[config.mk]
export PLATFORM = sky130hd
export DESIGN_NAME = met_ctrl
export DESIGN_NICKNAME = d
export VERILOG_FILES = /design/src/hw/rtl/met_pkg.sv /design/src/hw/rtl/met_ctrl.sv
export SDC_FILE = /design/constraint.sdc
export NUM_CORES = 1
export LEC_CHECK = 0
export BUFFER_PORTS_ARGS = -buffer_cell sky130_fd_sc_hd__buf_2
export CORE_AREA = 2 2 39 41
export CTS_CLUSTER_SIZE = 25
export DETAILED_ROUTE_END_ITERATION = 6
export DIE_AREA = 0 0 41 43
export HOLD_SLACK_MARGIN = 0.06
export PLACE_DENSITY = 0.73
export SLEW_MARGIN = 40
export SYNTH_ARGS = -nofsm -noshare
export SYNTH_HDL_FRONTEND = slang
export SYNTH_SLANG_ARGS = --single-unit
[constraint.sdc]
create_clock -name clk_i -period 2.7 [get_ports clk_i]
set_input_delay 0.135 -clock clk_i [delete_from_list [all_inputs] [get_ports clk_i]]
set_output_delay 0.135 -clock clk_i [all_outputs]
set_load 0.01 [all_outputs]
[src/hw/rtl/met_pkg.sv]
package met_pkg;

  // Field widths
  localparam int unsigned PixW     = 12;             // pixel column / row
  localparam int unsigned SizeW    = 13;             // frame width / height
  localparam int unsigned IterW    = 8;              // iteration count and limit
  localparam int unsigned IterMax  = 2**IterW - 1;
  localparam int unsigned CfgIdxW  = 2;
  localparam int unsigned CfgDataW = 13;

  // Fixed point: Q4.28 operands, exact Q8.56 products
  localparam int unsigned QW    = 32;
  localparam int unsigned FracW = 28;
  localparam int unsigned ProdW = 2 * QW;
  localparam int unsigned SumW  = ProdW - FracW + 2;  // shifted product plus c, with headroom

  // Coordinate divider: |scale * offset| in MagW bits, FracW fraction bits appended
  localparam int unsigned MagW    = PixW + 2;
  localparam int unsigned DivW    = MagW + FracW;
  localparam int unsigned DivCntW = $clog2(DivW);

  localparam int unsigned MaxIterLimitDef = 255;

  // Configuration register indexes
  localparam logic [CfgIdxW-1:0] CfgFrameWidth  = 2'd0;
  localparam logic [CfgIdxW-1:0] CfgFrameHeight = 2'd1;
  localparam logic [CfgIdxW-1:0] CfgMaxIter     = 2'd2;

  localparam logic [SizeW-1:0] FrameWidthRst  = 13'd640;
  localparam logic [SizeW-1:0] FrameHeightRst = 13'd480;
  localparam logic [IterW-1:0] MaxIterRst     = 8'd10;

  typedef struct packed {
    logic [SizeW-1:0] frame_width;
    logic [SizeW-1:0] frame_height;
    logic [IterW-1:0] limit;
  } cfg_t;

  typedef struct packed {
    logic load;       // take the pixel, start both divider lanes
    logic div_step;   // one quotient bit in each lane
    logic c_init;     // latch c, clear z and the count
    logic mul;        // register the three products
    logic upd;        // write back z, bump the count
    logic res_load;   // move the count into the result register
  } cmd_t;

  typedef struct packed {
    logic stop;       // escaped or limit reached, valid while products are current
  } sts_t;

  // Saturate a truncated quotient with its sign to Q4.28
  function automatic logic [QW-1:0] sat_coord(logic [DivW-1:0] q, logic neg);
    logic big;
    if (!neg) begin
      big = |q[DivW-1:QW-1];
      return big ? {1'b0, {(QW-1){1'b1}}} : q[QW-1:0];
    end
    big = (|q[DivW-1:QW]) || (q[QW-1] && (|q[QW-2:0]));
    return big ? {1'b1, {(QW-1){1'b0}}} : (~q[QW-1:0] + 1'b1);
  endfunction

  // Saturate a two's complement sum to Q4.28
  function automatic logic [QW-1:0] sat_sum(logic [SumW-1:0] v);
    if ((&v[SumW-1:QW-1]) || !(|v[SumW-1:QW-1])) begin
      return v[QW-1:0];
    end
    return v[SumW-1] ? {1'b1, {(QW-1){1'b0}}} : {1'b0, {(QW-1){1'b1}}};
  endfunction

endpackage

[src/hw/rtl/met_ctrl.sv]
module met_ctrl (
  input  logic          clk_i,
  input  logic          rst_ni,
  input  logic          in_valid_i,
  output logic          in_ready_o,
  output logic          out_valid_o,
  input  logic          out_ready_i,
  input  met_pkg::sts_t sts_i,
  output met_pkg::cmd_t cmd_o
);

  localparam int unsigned DivW    = met_pkg::DivW;
  localparam int unsigned DivCntW = met_pkg::DivCntW;

  localparam logic [2:0] StIdle  = 3'd0;
  localparam logic [2:0] StDiv   = 3'd1;
  localparam logic [2:0] StCinit = 3'd2;
  localparam logic [2:0] StMul   = 3'd3;
  localparam logic [2:0] StChk   = 3'd4;

  localparam logic [DivCntW-1:0] DivLast = DivCntW'(DivW - 1);

  logic [2:0]         state_q, state_d;
  logic [DivCntW-1:0] cnt_q, cnt_d;
  logic               ovalid_q, ovalid_d, out_free;

  assign out_free   = !ovalid_q || out_ready_i;
  assign in_ready_o = (state_q == StIdle);

  always_comb begin
    state_d  = state_q;
    cnt_d    = cnt_q;
    cmd_o    = '0;
    ovalid_d = ovalid_q && !out_ready_i;
    unique case (state_q)
      StIdle: begin
        if (in_valid_i) begin
          cmd_o.load = 1'b1;
          cnt_d      = '0;
          state_d    = StDiv;
        end
      end
      StDiv: begin
        cmd_o.div_step = 1'b1;
        cnt_d          = cnt_q + 1'b1;
        if (cnt_q == DivLast) begin
          state_d = StCinit;
        end
      end
      StCinit: begin
        cmd_o.c_init = 1'b1;
        state_d      = StMul;
      end
      StMul: begin
        cmd_o.mul = 1'b1;
        state_d   = StChk;
      end
      StChk: begin
        // On stop, hold with products intact until the result register frees up
        if (!sts_i.stop) begin
          cmd_o.upd = 1'b1;
          state_d   = StMul;
        end else if (out_free) begin
          cmd_o.res_load = 1'b1;
          ovalid_d       = 1'b1;
          state_d        = StIdle;
        end
      end
      default: begin
        state_d = StIdle;
      end
    endcase
  end

  always_ff @(posedge clk_i or negedge rst_ni) begin
    if (!rst_ni) begin
      state_q  <= StIdle;
      cnt_q    <= '0;
      ovalid_q <= 1'b0;
    end else begin
      state_q  <= state_d;
      cnt_q    <= cnt_d;
      ovalid_q <= ovalid_d;
    end
  end

  assign out_valid_o = ovalid_q;

endmodule

==> results of run 1 <==
## sequential cells by signal, indices dropped and copies added (netlist names)
| signal | count |
|---|---|
| out_valid_o | 1 |
| state_q | 3 |
| cnt_q | 6 |
## kinds of logic after synthesis
group,count (synthesis)
and+or+nand+nor,24
DFF,10
buffers and inverters,8
muxes,3
AOI/OAI and AO/OA,10
adders and majority gates,2
## power by group
group          switching, uW  internal, uW
logic                    106           117
clock network           54.5          82.0
registers               74.6           199
## metal layers
metal	vias up	wire, um	share of wire [%]	track usage (%)
li1	238	-	-	-
met1	222	534	47	19.73
met2	14	495	44	23.13
met3	2	79	7.0	3.665
met4	0	21	1.9	8.000
met5	-	0	0	0
## final timing paths
path	end	cells past startpoint	from
max	cmd_o[5]	3	state_q[1]
min	state_q[0]	3	in_valid_i
max reg2reg	cnt_q[3]	4	state_q[0]
min reg2reg	cnt_q[5]	1	cnt_q[5]
max in group asynchronous	cnt_q[1]	2	rst_ni
min in group asynchronous	state_q[0]	2	rst_ni
## area by class of cell
class                           count  share of cell area, %
Tap cell                           16                  2.968
Timing Repair Buffer               13                  10.39
Clock buffer                        4                  5.380
Sequential cell                    10                  37.11
Inverter                            5                  2.783
Multi-Input combinational cell     39                  41.37
## worst max-delay path, delay by kind of cell (launching register included)
kind,cells,cell delay [ns]
buffers and inverters,2,0.18
and+or+nand+nor,1,0.60
DFF,1,0.49
## metrics by stage
| stage | cells | util [%] | total power [uW] |
|---|---|---|---|
| 3_5_place_dp | 82 | 45.39 | 495.7 |
| 6_report | 87 | 48.73 | 632.8 |
| 5_1_grt | 87 | 48.73 | 690.5 |
| 3_3_place_gp | 82 | 45.39 | 495.8 |
| 4_1_cts | 87 | 48.73 | 638.9 |
| 2_1_floorplan | 57 | - | 435.1 |
## cells in the final DEF, fill, tap and decap left out, types with 2 or more instances in the layout
cell type	n
sky130_fd_sc_hd__a22o_1	2
sky130_fd_sc_hd__buf_2	12
sky130_fd_sc_hd__clkbuf_4	3
sky130_fd_sc_hd__dfrtp_1	10
sky130_fd_sc_hd__ha_1	2
sky130_fd_sc_hd__inv_1	4
sky130_fd_sc_hd__mux2i_1	2
sky130_fd_sc_hd__nand2_1	4
sky130_fd_sc_hd__nand3_1	3
sky130_fd_sc_hd__nand4_1	2
sky130_fd_sc_hd__nor2_1	3
sky130_fd_sc_hd__nor3_1	2
sky130_fd_sc_hd__o21ai_1	2
## what timing repair did
action | in CTS | in global routing
endpoints found under the setup margin | 0 | 0
gates resized for setup | 0 | 0
hold buffers | 1 | 0
endpoints found under the hold margin | 10 | 0
==> flow_results.xml, run 1 <==
<?xml version="1.0" encoding="UTF-8"?>
<metrics>
  <group name="outcome">
    <metric name="status" unit="">finished, final reports clean</metric>
  </group>
  <group name="floorplanning">
    <metric name="area_of_the_die" unit="um2">1763</metric>
    <metric name="site_row_count" unit="">14</metric>
    <metric name="boundaryPins" unit="">13</metric>
    <metric name="start_util" unit="%">41.32</metric>
    <metric name="chipHeight" unit="um">43</metric>
    <metric name="die_width" unit="um">41</metric>
    <metric name="core_area" unit="um2">1384</metric>
  </group>
  <group name="layout">
    <metric name="diodes" unit="">0</metric>
    <metric name="area.sequential" unit="um2">250.2</metric>
    <metric name="finish.instance_area" unit="um2">674.4</metric>
    <metric name="drive_above_1_share" unit="%">29.58</metric>
    <metric name="finish.net_count" unit="">79</metric>
    <metric name="areaGrowthSynthToFinish" unit="%">17.94</metric>
    <metric name="multiInputGateArea" unit="um2">279.0</metric>
    <metric name="fillers" unit="">137</metric>
  </group>
  <group name="drt">
    <metric name="drc_errors" unit="">0</metric>
    <metric name="via_per_inst" unit="">5.471</metric>
    <metric name="drt_first_pass_iters" unit="">4</metric>
    <metric name="antenna_left" unit="">0</metric>
    <metric name="route.detailed.wl_per_inst" unit="um">13.00</metric>
    <metric name="via_count" unit="">476</metric>
    <metric name="totalWireLength" unit="mm">1.131</metric>
    <metric name="drt_first_iter_violations" unit="">12</metric>
  </group>
  <group name="cts">
    <metric name="tritoncts_clock_tree" unit="">yes</metric>
    <metric name="clockRootBuffer" unit="">sky130_fd_sc_hd__clkbuf_4</metric>
    <metric name="number_of_sinks_handled_by_clock_tree_synthesis" unit="">10</metric>
    <metric name="cts_made_buffers" unit="">3</metric>
    <metric name="path_clk_slew" unit="ns">0.07</metric>
    <metric name="clock_insertion_delay_at_the_later_pin_of_the_skew_report" unit="ns">0.27</metric>
    <metric name="depth_of_the_cts_h_tree" unit="">1</metric>
    <metric name="cts.repair_timing.setup_buffer_count" unit="">0</metric>
    <metric name="clock_tree.buffer_depth" unit="">2</metric>
  </group>
  <group name="sta">
    <metric name="hold_viol_final" unit="">0</metric>
    <metric name="setup_tns" unit="ns">0</metric>
    <metric name="min_period" unit="ns">1.682</metric>
    <metric name="final_max_slew_viol_count" unit="">0</metric>
    <metric name="clock_skew" unit="ns">0.004090</metric>
    <metric name="max-slew-margin-rel" unit="%">65.61</metric>
    <metric name="report.final.setup_viol" unit="">0</metric>
    <metric name="grt_setup_unrepaired" unit="">false</metric>
    <metric name="final.period_utilization" unit="%">62.30</metric>
    <metric name="max_slew.worst_pin.slew" unit="ns">0.5087</metric>
    <metric name="fin_hold_ws" unit="ns">0.1521</metric>
    <metric name="achievable-frequency" unit="GHz">0.5945</metric>
    <metric name="final.setup.worst_slack" unit="ns">1.018</metric>
  </group>
  <group name="synthesis">
    <metric name="post_synth_fa_ha_maj_area_fraction" unit="%">4.376</metric>
    <metric name="synth.cells.most_frequent" unit="">sky130_fd_sc_hd__dfrtp_1 (10), sky130_fd_sc_hd__inv_1 (4), sky130_fd_sc_hd__nand2_1 (4)</metric>
    <metric name="synth-edff-count" unit="">0</metric>
    <metric name="cell_type_with_the_highest_aggregate_area_in_the_netlist" unit="">sky130_fd_sc_hd__dfrtp_1</metric>
    <metric name="most_numerous_cell_in_the_yosys_netlist" unit="">sky130_fd_sc_hd__dfrtp_1</metric>
    <metric name="dominant_combinational_cell_family_by_area_after_synthesis" unit="">simple AND/OR/NAND/NOR gates</metric>
    <metric name="netlist.area_leader.share" unit="%">43.76</metric>
    <metric name="syn-num-nets" unit="">64</metric>
    <metric name="synthArstFlopShare" unit="%">100.0</metric>
    <metric name="post_synth.cell_area_avg" unit="um2">10.03</metric>
    <metric name="synth_cells" unit="">57</metric>
    <metric name="synth_cell_type_count" unit="">32</metric>
    <metric name="postSynthRegisterBits" unit="">10</metric>
    <metric name="postSynth.topFlopCell" unit="">sky130_fd_sc_hd__dfrtp_1</metric>
    <metric name="synth_compound_gate_area_share" unit="%">12.25</metric>
    <metric name="synth.mux.area_fraction" unit="%">5.470</metric>
    <metric name="synthTopCellsByArea" unit="">sky130_fd_sc_hd__dfrtp_1 (44%), sky130_fd_sc_hd__ha_1 (4.4%), sky130_fd_sc_hd__mux2i_1 (3.5%)</metric>
    <metric name="yosys.area_share.simple" unit="%">26.70</metric>
    <metric name="syn_area" unit="um2">571.8</metric>
    <metric name="total_number_of_yosys_warnings" unit="">0</metric>
    <metric name="synth.yosys.seq_area_share" unit="%">43.76</metric>
    <metric name="synth_xor_area_share" unit="%">0</metric>
  </group>
  <group name="place">
    <metric name="io_buffer_count" unit="">12</metric>
    <metric name="detailedPlace.worstSlack" unit="ns">1.222</metric>
    <metric name="placed_cell_area" unit="um2">628.1</metric>
    <metric name="hpwl" unit="um">837.4</metric>
    <metric name="globalplace.congestion" unit="">0.8257</metric>
  </group>
  <group name="pwr">
    <metric name="peakVddDrop" unit="mV">0.3749</metric>
    <metric name="leakagePower" unit="uW">0.0003398</metric>
    <metric name="powerDensity" unit="nW/um2">938.4</metric>
  </group>
  <group name="grt">
    <metric name="globalRouteTotalUtil" unit="%">15.45</metric>
    <metric name="first_global_vias" unit="">438</metric>
    <metric name="initial_antenna_violation_count" unit="">0</metric>
    <metric name="largest_net_degree_at_the_start_of_global_routing" unit="">12</metric>
    <metric name="grt_overflow_total" unit="">0</metric>
    <metric name="wire_length_of_the_first_global_routing_pass" unit="mm">1.821</metric>
  </group>
  <group name="worst_hold_path">
    <metric name="worst_hold_path_type" unit="">in2reg</metric>
  </group>
  <group name="run">
    <metric name="cap_violations" unit="">0</metric>
  </group>
  <group name="worst_setup_path">
    <metric name="worst-setup-path-type" unit="">reg2out</metric>
    <metric name="cp-end-kind" unit="">output port</metric>
    <metric name="path_max_fanout" unit="">11</metric>
    <metric name="slowest_delay" unit="ns">0.60</metric>
    <metric name="arrival" unit="ns">1.55</metric>
    <metric name="cells_traversed_along_the_worst_timing_path" unit="">or4b_4, inv_1, buf_2</metric>
    <metric name="required_time_reported_for_the_critical_path_endpoint" unit="ns">2.57</metric>
    <metric name="worstSetupStartpointType" unit="">flip-flop</metric>
    <metric name="timing.reg2reg.setup_slack" unit="ns">1.20</metric>
    <metric name="crit_slowest_cell" unit="">sky130_fd_sc_hd__or4b_4</metric>
  </group>
</metrics>
Note: power is estimated with default switching activity, not from simulation.
==> inputs of run 2 (changes only) <==
--- a/config.mk
+++ b/config.mk
@@ -11,7 +11,7 @@
 export DETAILED_ROUTE_END_ITERATION = 6
 export DIE_AREA = 0 0 41 43
 export HOLD_SLACK_MARGIN = 0.06
-export PLACE_DENSITY = 0.73
+export PLACE_DENSITY = 0.75
 export SLEW_MARGIN = 40
 export SYNTH_ARGS = -nofsm -noshare
 export SYNTH_HDL_FRONTEND = slang
==> constraint.sdc (replaced) <==
create_clock -name clk_i -period 1.37 [get_ports clk_i]
set_input_delay 0.0685 -clock clk_i [delete_from_list [all_inputs] [get_ports clk_i]]
set_output_delay 0.0685 -clock clk_i [all_outputs]
set_load 0.01 [all_outputs]
==> run 2 against run 1 <==
Against the previous run:
- cell count rose by 22%
- register-to-register slack lost 1.2 ns
- clock power up 97%
- die area is the same
- global-route usage up 6.1 points
- sequential share of layout area shrank 9.3 points
- non-clock buffer count rose by 19
- the flow now finishes with violations (setup timing)
- critical path depth stayed put
- sequential power up 80%
==> flow_results.xml, run 2 (synthesis results as in run 1) <==
<?xml version="1.0" encoding="UTF-8"?>
<metrics>
  <group name="outcome">
    <metric name="status" unit="">finished with violations</metric>
    <metric name="violations" unit="">setup timing</metric>
  </group>
  <group name="sta">
    <metric name="min_period" unit="ns">1.477</metric>
    <metric name="hold_viol_final" unit="">0</metric>
    <metric name="max_slew.worst_pin.slew" unit="ns">0.2574</metric>
    <metric name="achievable-frequency" unit="GHz">0.6772</metric>
    <metric name="grt_setup_unrepaired" unit="">true</metric>
    <metric name="final.period_utilization" unit="%">107.8</metric>
    <metric name="final.setup.worst_slack" unit="ns">-0.1066</metric>
    <metric name="clock_skew" unit="ns">0.004821</metric>
    <metric name="report.final.setup_viol" unit="">9</metric>
    <metric name="max-slew-margin-rel" unit="%">82.77</metric>
    <metric name="fin_hold_ws" unit="ns">0.1112</metric>
    <metric name="final_max_slew_viol_count" unit="">0</metric>
  </group>
  <group name="drt">
    <metric name="via_count" unit="">573</metric>
    <metric name="antenna_left" unit="">0</metric>
    <metric name="totalWireLength" unit="mm">1.627</metric>
    <metric name="via_per_inst" unit="">5.406</metric>
    <metric name="drt_first_iter_violations" unit="">8</metric>
    <metric name="drc_errors" unit="">0</metric>
    <metric name="route.detailed.wl_per_inst" unit="um">15.35</metric>
    <metric name="drt_first_pass_iters" unit="">2</metric>
  </group>
  <group name="worst_setup_path">
    <metric name="worst-setup-path-type" unit="">reg2out</metric>
    <metric name="cp-end-kind" unit="">output port</metric>
    <metric name="required_time_reported_for_the_critical_path_endpoint" unit="ns">1.30</metric>
    <metric name="worstSetupStartpointType" unit="">flip-flop</metric>
    <metric name="slowest_delay" unit="ns">0.56</metric>
    <metric name="crit_slowest_cell" unit="">sky130_fd_sc_hd__or4b_4</metric>
    <metric name="path_max_fanout" unit="">4</metric>
    <metric name="worst-path-buf-inv" unit="">2</metric>
    <metric name="cells_traversed_along_the_worst_timing_path" unit="">or4b_4, inv_2, buf_6</metric>
    <metric name="arrival" unit="ns">1.41</metric>
    <metric name="timing.critical_path.max_delay_family" unit="">simple AND/OR/NAND/NOR gates</metric>
  </group>
  <group name="floorplanning">
    <metric name="die_width" unit="um">41</metric>
    <metric name="area_of_the_die" unit="um2">1763</metric>
    <metric name="start_util" unit="%">41.32</metric>
    <metric name="boundaryPins" unit="">13</metric>
    <metric name="site_row_count" unit="">14</metric>
    <metric name="chipHeight" unit="um">43</metric>
    <metric name="core_area" unit="um2">1384</metric>
  </group>
  <group name="cts">
    <metric name="path_clk_slew" unit="ns">0.07</metric>
    <metric name="clock_tree.buffer_depth" unit="">2</metric>
    <metric name="depth_of_the_cts_h_tree" unit="">1</metric>
    <metric name="number_of_sinks_handled_by_clock_tree_synthesis" unit="">10</metric>
    <metric name="cts_made_buffers" unit="">3</metric>
    <metric name="clock_insertion_delay_at_the_later_pin_of_the_skew_report" unit="ns">0.27</metric>
    <metric name="clockRootBuffer" unit="">sky130_fd_sc_hd__clkbuf_4</metric>
    <metric name="tritoncts_clock_tree" unit="">yes</metric>
  </group>
  <group name="layout">
    <metric name="largest_register_ff_count" unit="">6</metric>
    <metric name="regMostFlops" unit="">cnt_q</metric>
    <metric name="drive_above_1_share" unit="%">54.44</metric>
    <metric name="final_cell_mix" unit="">sky130_fd_sc_hd__buf_4 (14), sky130_fd_sc_hd__buf_2 (10), sky130_fd_sc_hd__dfrtp_1 (8)</metric>
    <metric name="finish.instance_area" unit="um2">909.6</metric>
    <metric name="finish.net_count" unit="">98</metric>
    <metric name="diodes" unit="">0</metric>
    <metric name="instances_no_fill" unit="">106</metric>
    <metric name="final_common_cell" unit="">sky130_fd_sc_hd__buf_4</metric>
    <metric name="areaGrowthSynthToFinish" unit="%">59.08</metric>
  </group>
  <group name="place">
    <metric name="globalplace.congestion" unit="">0.8639</metric>
    <metric name="numPlacedInstances" unit="">92</metric>
    <metric name="placed_cell_area" unit="um2">703.2</metric>
    <metric name="hpwl" unit="mm">1.056</metric>
    <metric name="io_buffer_count" unit="">12</metric>
    <metric name="detailedPlace.worstSlack" unit="ns">0.01203</metric>
  </group>
  <group name="grt">
    <metric name="initial_antenna_violation_count" unit="">0</metric>
    <metric name="globalRouteTotalUtil" unit="%">21.54</metric>
    <metric name="grtUsageMet1" unit="%">23.08</metric>
    <metric name="first_global_vias" unit="">606</metric>
    <metric name="largest_net_degree_at_the_start_of_global_routing" unit="">11</metric>
    <metric name="met2_global_route_usage" unit="%">38.13</metric>
    <metric name="grt_overflow_total" unit="">0</metric>
    <metric name="wire_length_of_the_first_global_routing_pass" unit="mm">2.608</metric>
    <metric name="grt_use_met3" unit="%">8.377</metric>
    <metric name="globalRoute.busiestLayer" unit="">met2</metric>
  </group>
  <group name="pwr">
    <metric name="powerDensity" unit="nW/um2">1875</metric>
    <metric name="total_power" unit="uW">1705</metric>
    <metric name="peakVddDrop" unit="mV">0.9409</metric>
    <metric name="leakagePower" unit="uW">0.0004404</metric>
  </group>
  <group name="run">
    <metric name="cap_violations" unit="">0</metric>
  </group>
  <group name="worst_hold_path">
    <metric name="worst_hold_path_type" unit="">in2reg</metric>
  </group>
</metrics>
-- run 2: cell count changes in the layout (fill, tap and decap cells not counted), sizes merged --
cell | before | now
buf | 12 | 31
-- run 2: where the power goes --
group	switching, uW	total (uW)	internal, uW
sequential	101	494	393
combinational	416	941	525
clock	109	270	161
-- run 2: through the flow --
step / util [%] / TNS (ns)
floorplan: - / -0.02056
global placement: 50.81 / 0
detailed placement: 50.81 / 0
CTS: 61.21 / -0.3256
global route: 65.73 / -0.9328
finish: 65.73 / -0.3776
-- run 2: metal layers --
layer	vias up	part of all wire, %
met5	-	0
met4	0	1.4
met3	2	4.3
met2	18	56
met1	281	39
li1	272	-
-- run 2: worst min-delay path, cell delays in order --
cell	delay [ns]
sky130_fd_sc_hd__buf_2	0.07
sky130_fd_sc_hd__nand2b_1	0.14
sky130_fd_sc_hd__nand2_1	0.06
-- run 2: final cells by class --
| type | instances | area, um2 |
|---|---|---|
| clock buffer | 4 | 36.28 |
| fill | 114 | 474.2 |
| inverter | 5 | 21.27 |
| multi-input combinational | 39 | 335.3 |
| sequential | 10 | 252.7 |
| tap | 16 | 20.02 |
| timing repair buffer | 32 | 244.0 |
-- run 2: final timing paths --
check,from,depth (start not counted),to,slack (ns)
min in group asynchronous,rst_ni,2,cnt_q[2],0.18
min,out_ready_i,3,out_valid_o,0.11
max reg2reg,state_q[2],4,cnt_q[2],-0.04
max,state_q[0],3,cmd_o[5],-0.11
max in group asynchronous,rst_ni,2,state_q[2],0.97
min reg2reg,cnt_q[5],1,cnt_q[5],0.49
-- run 2: repair_timing --
item,4_1_cts,5_1_grt
endpoints found under the hold margin,10,0
buffers inserted,7,2
hold buffers,1,0
endpoints found under the setup margin,6,11
resized for setup,11,10
pin swaps,5,6
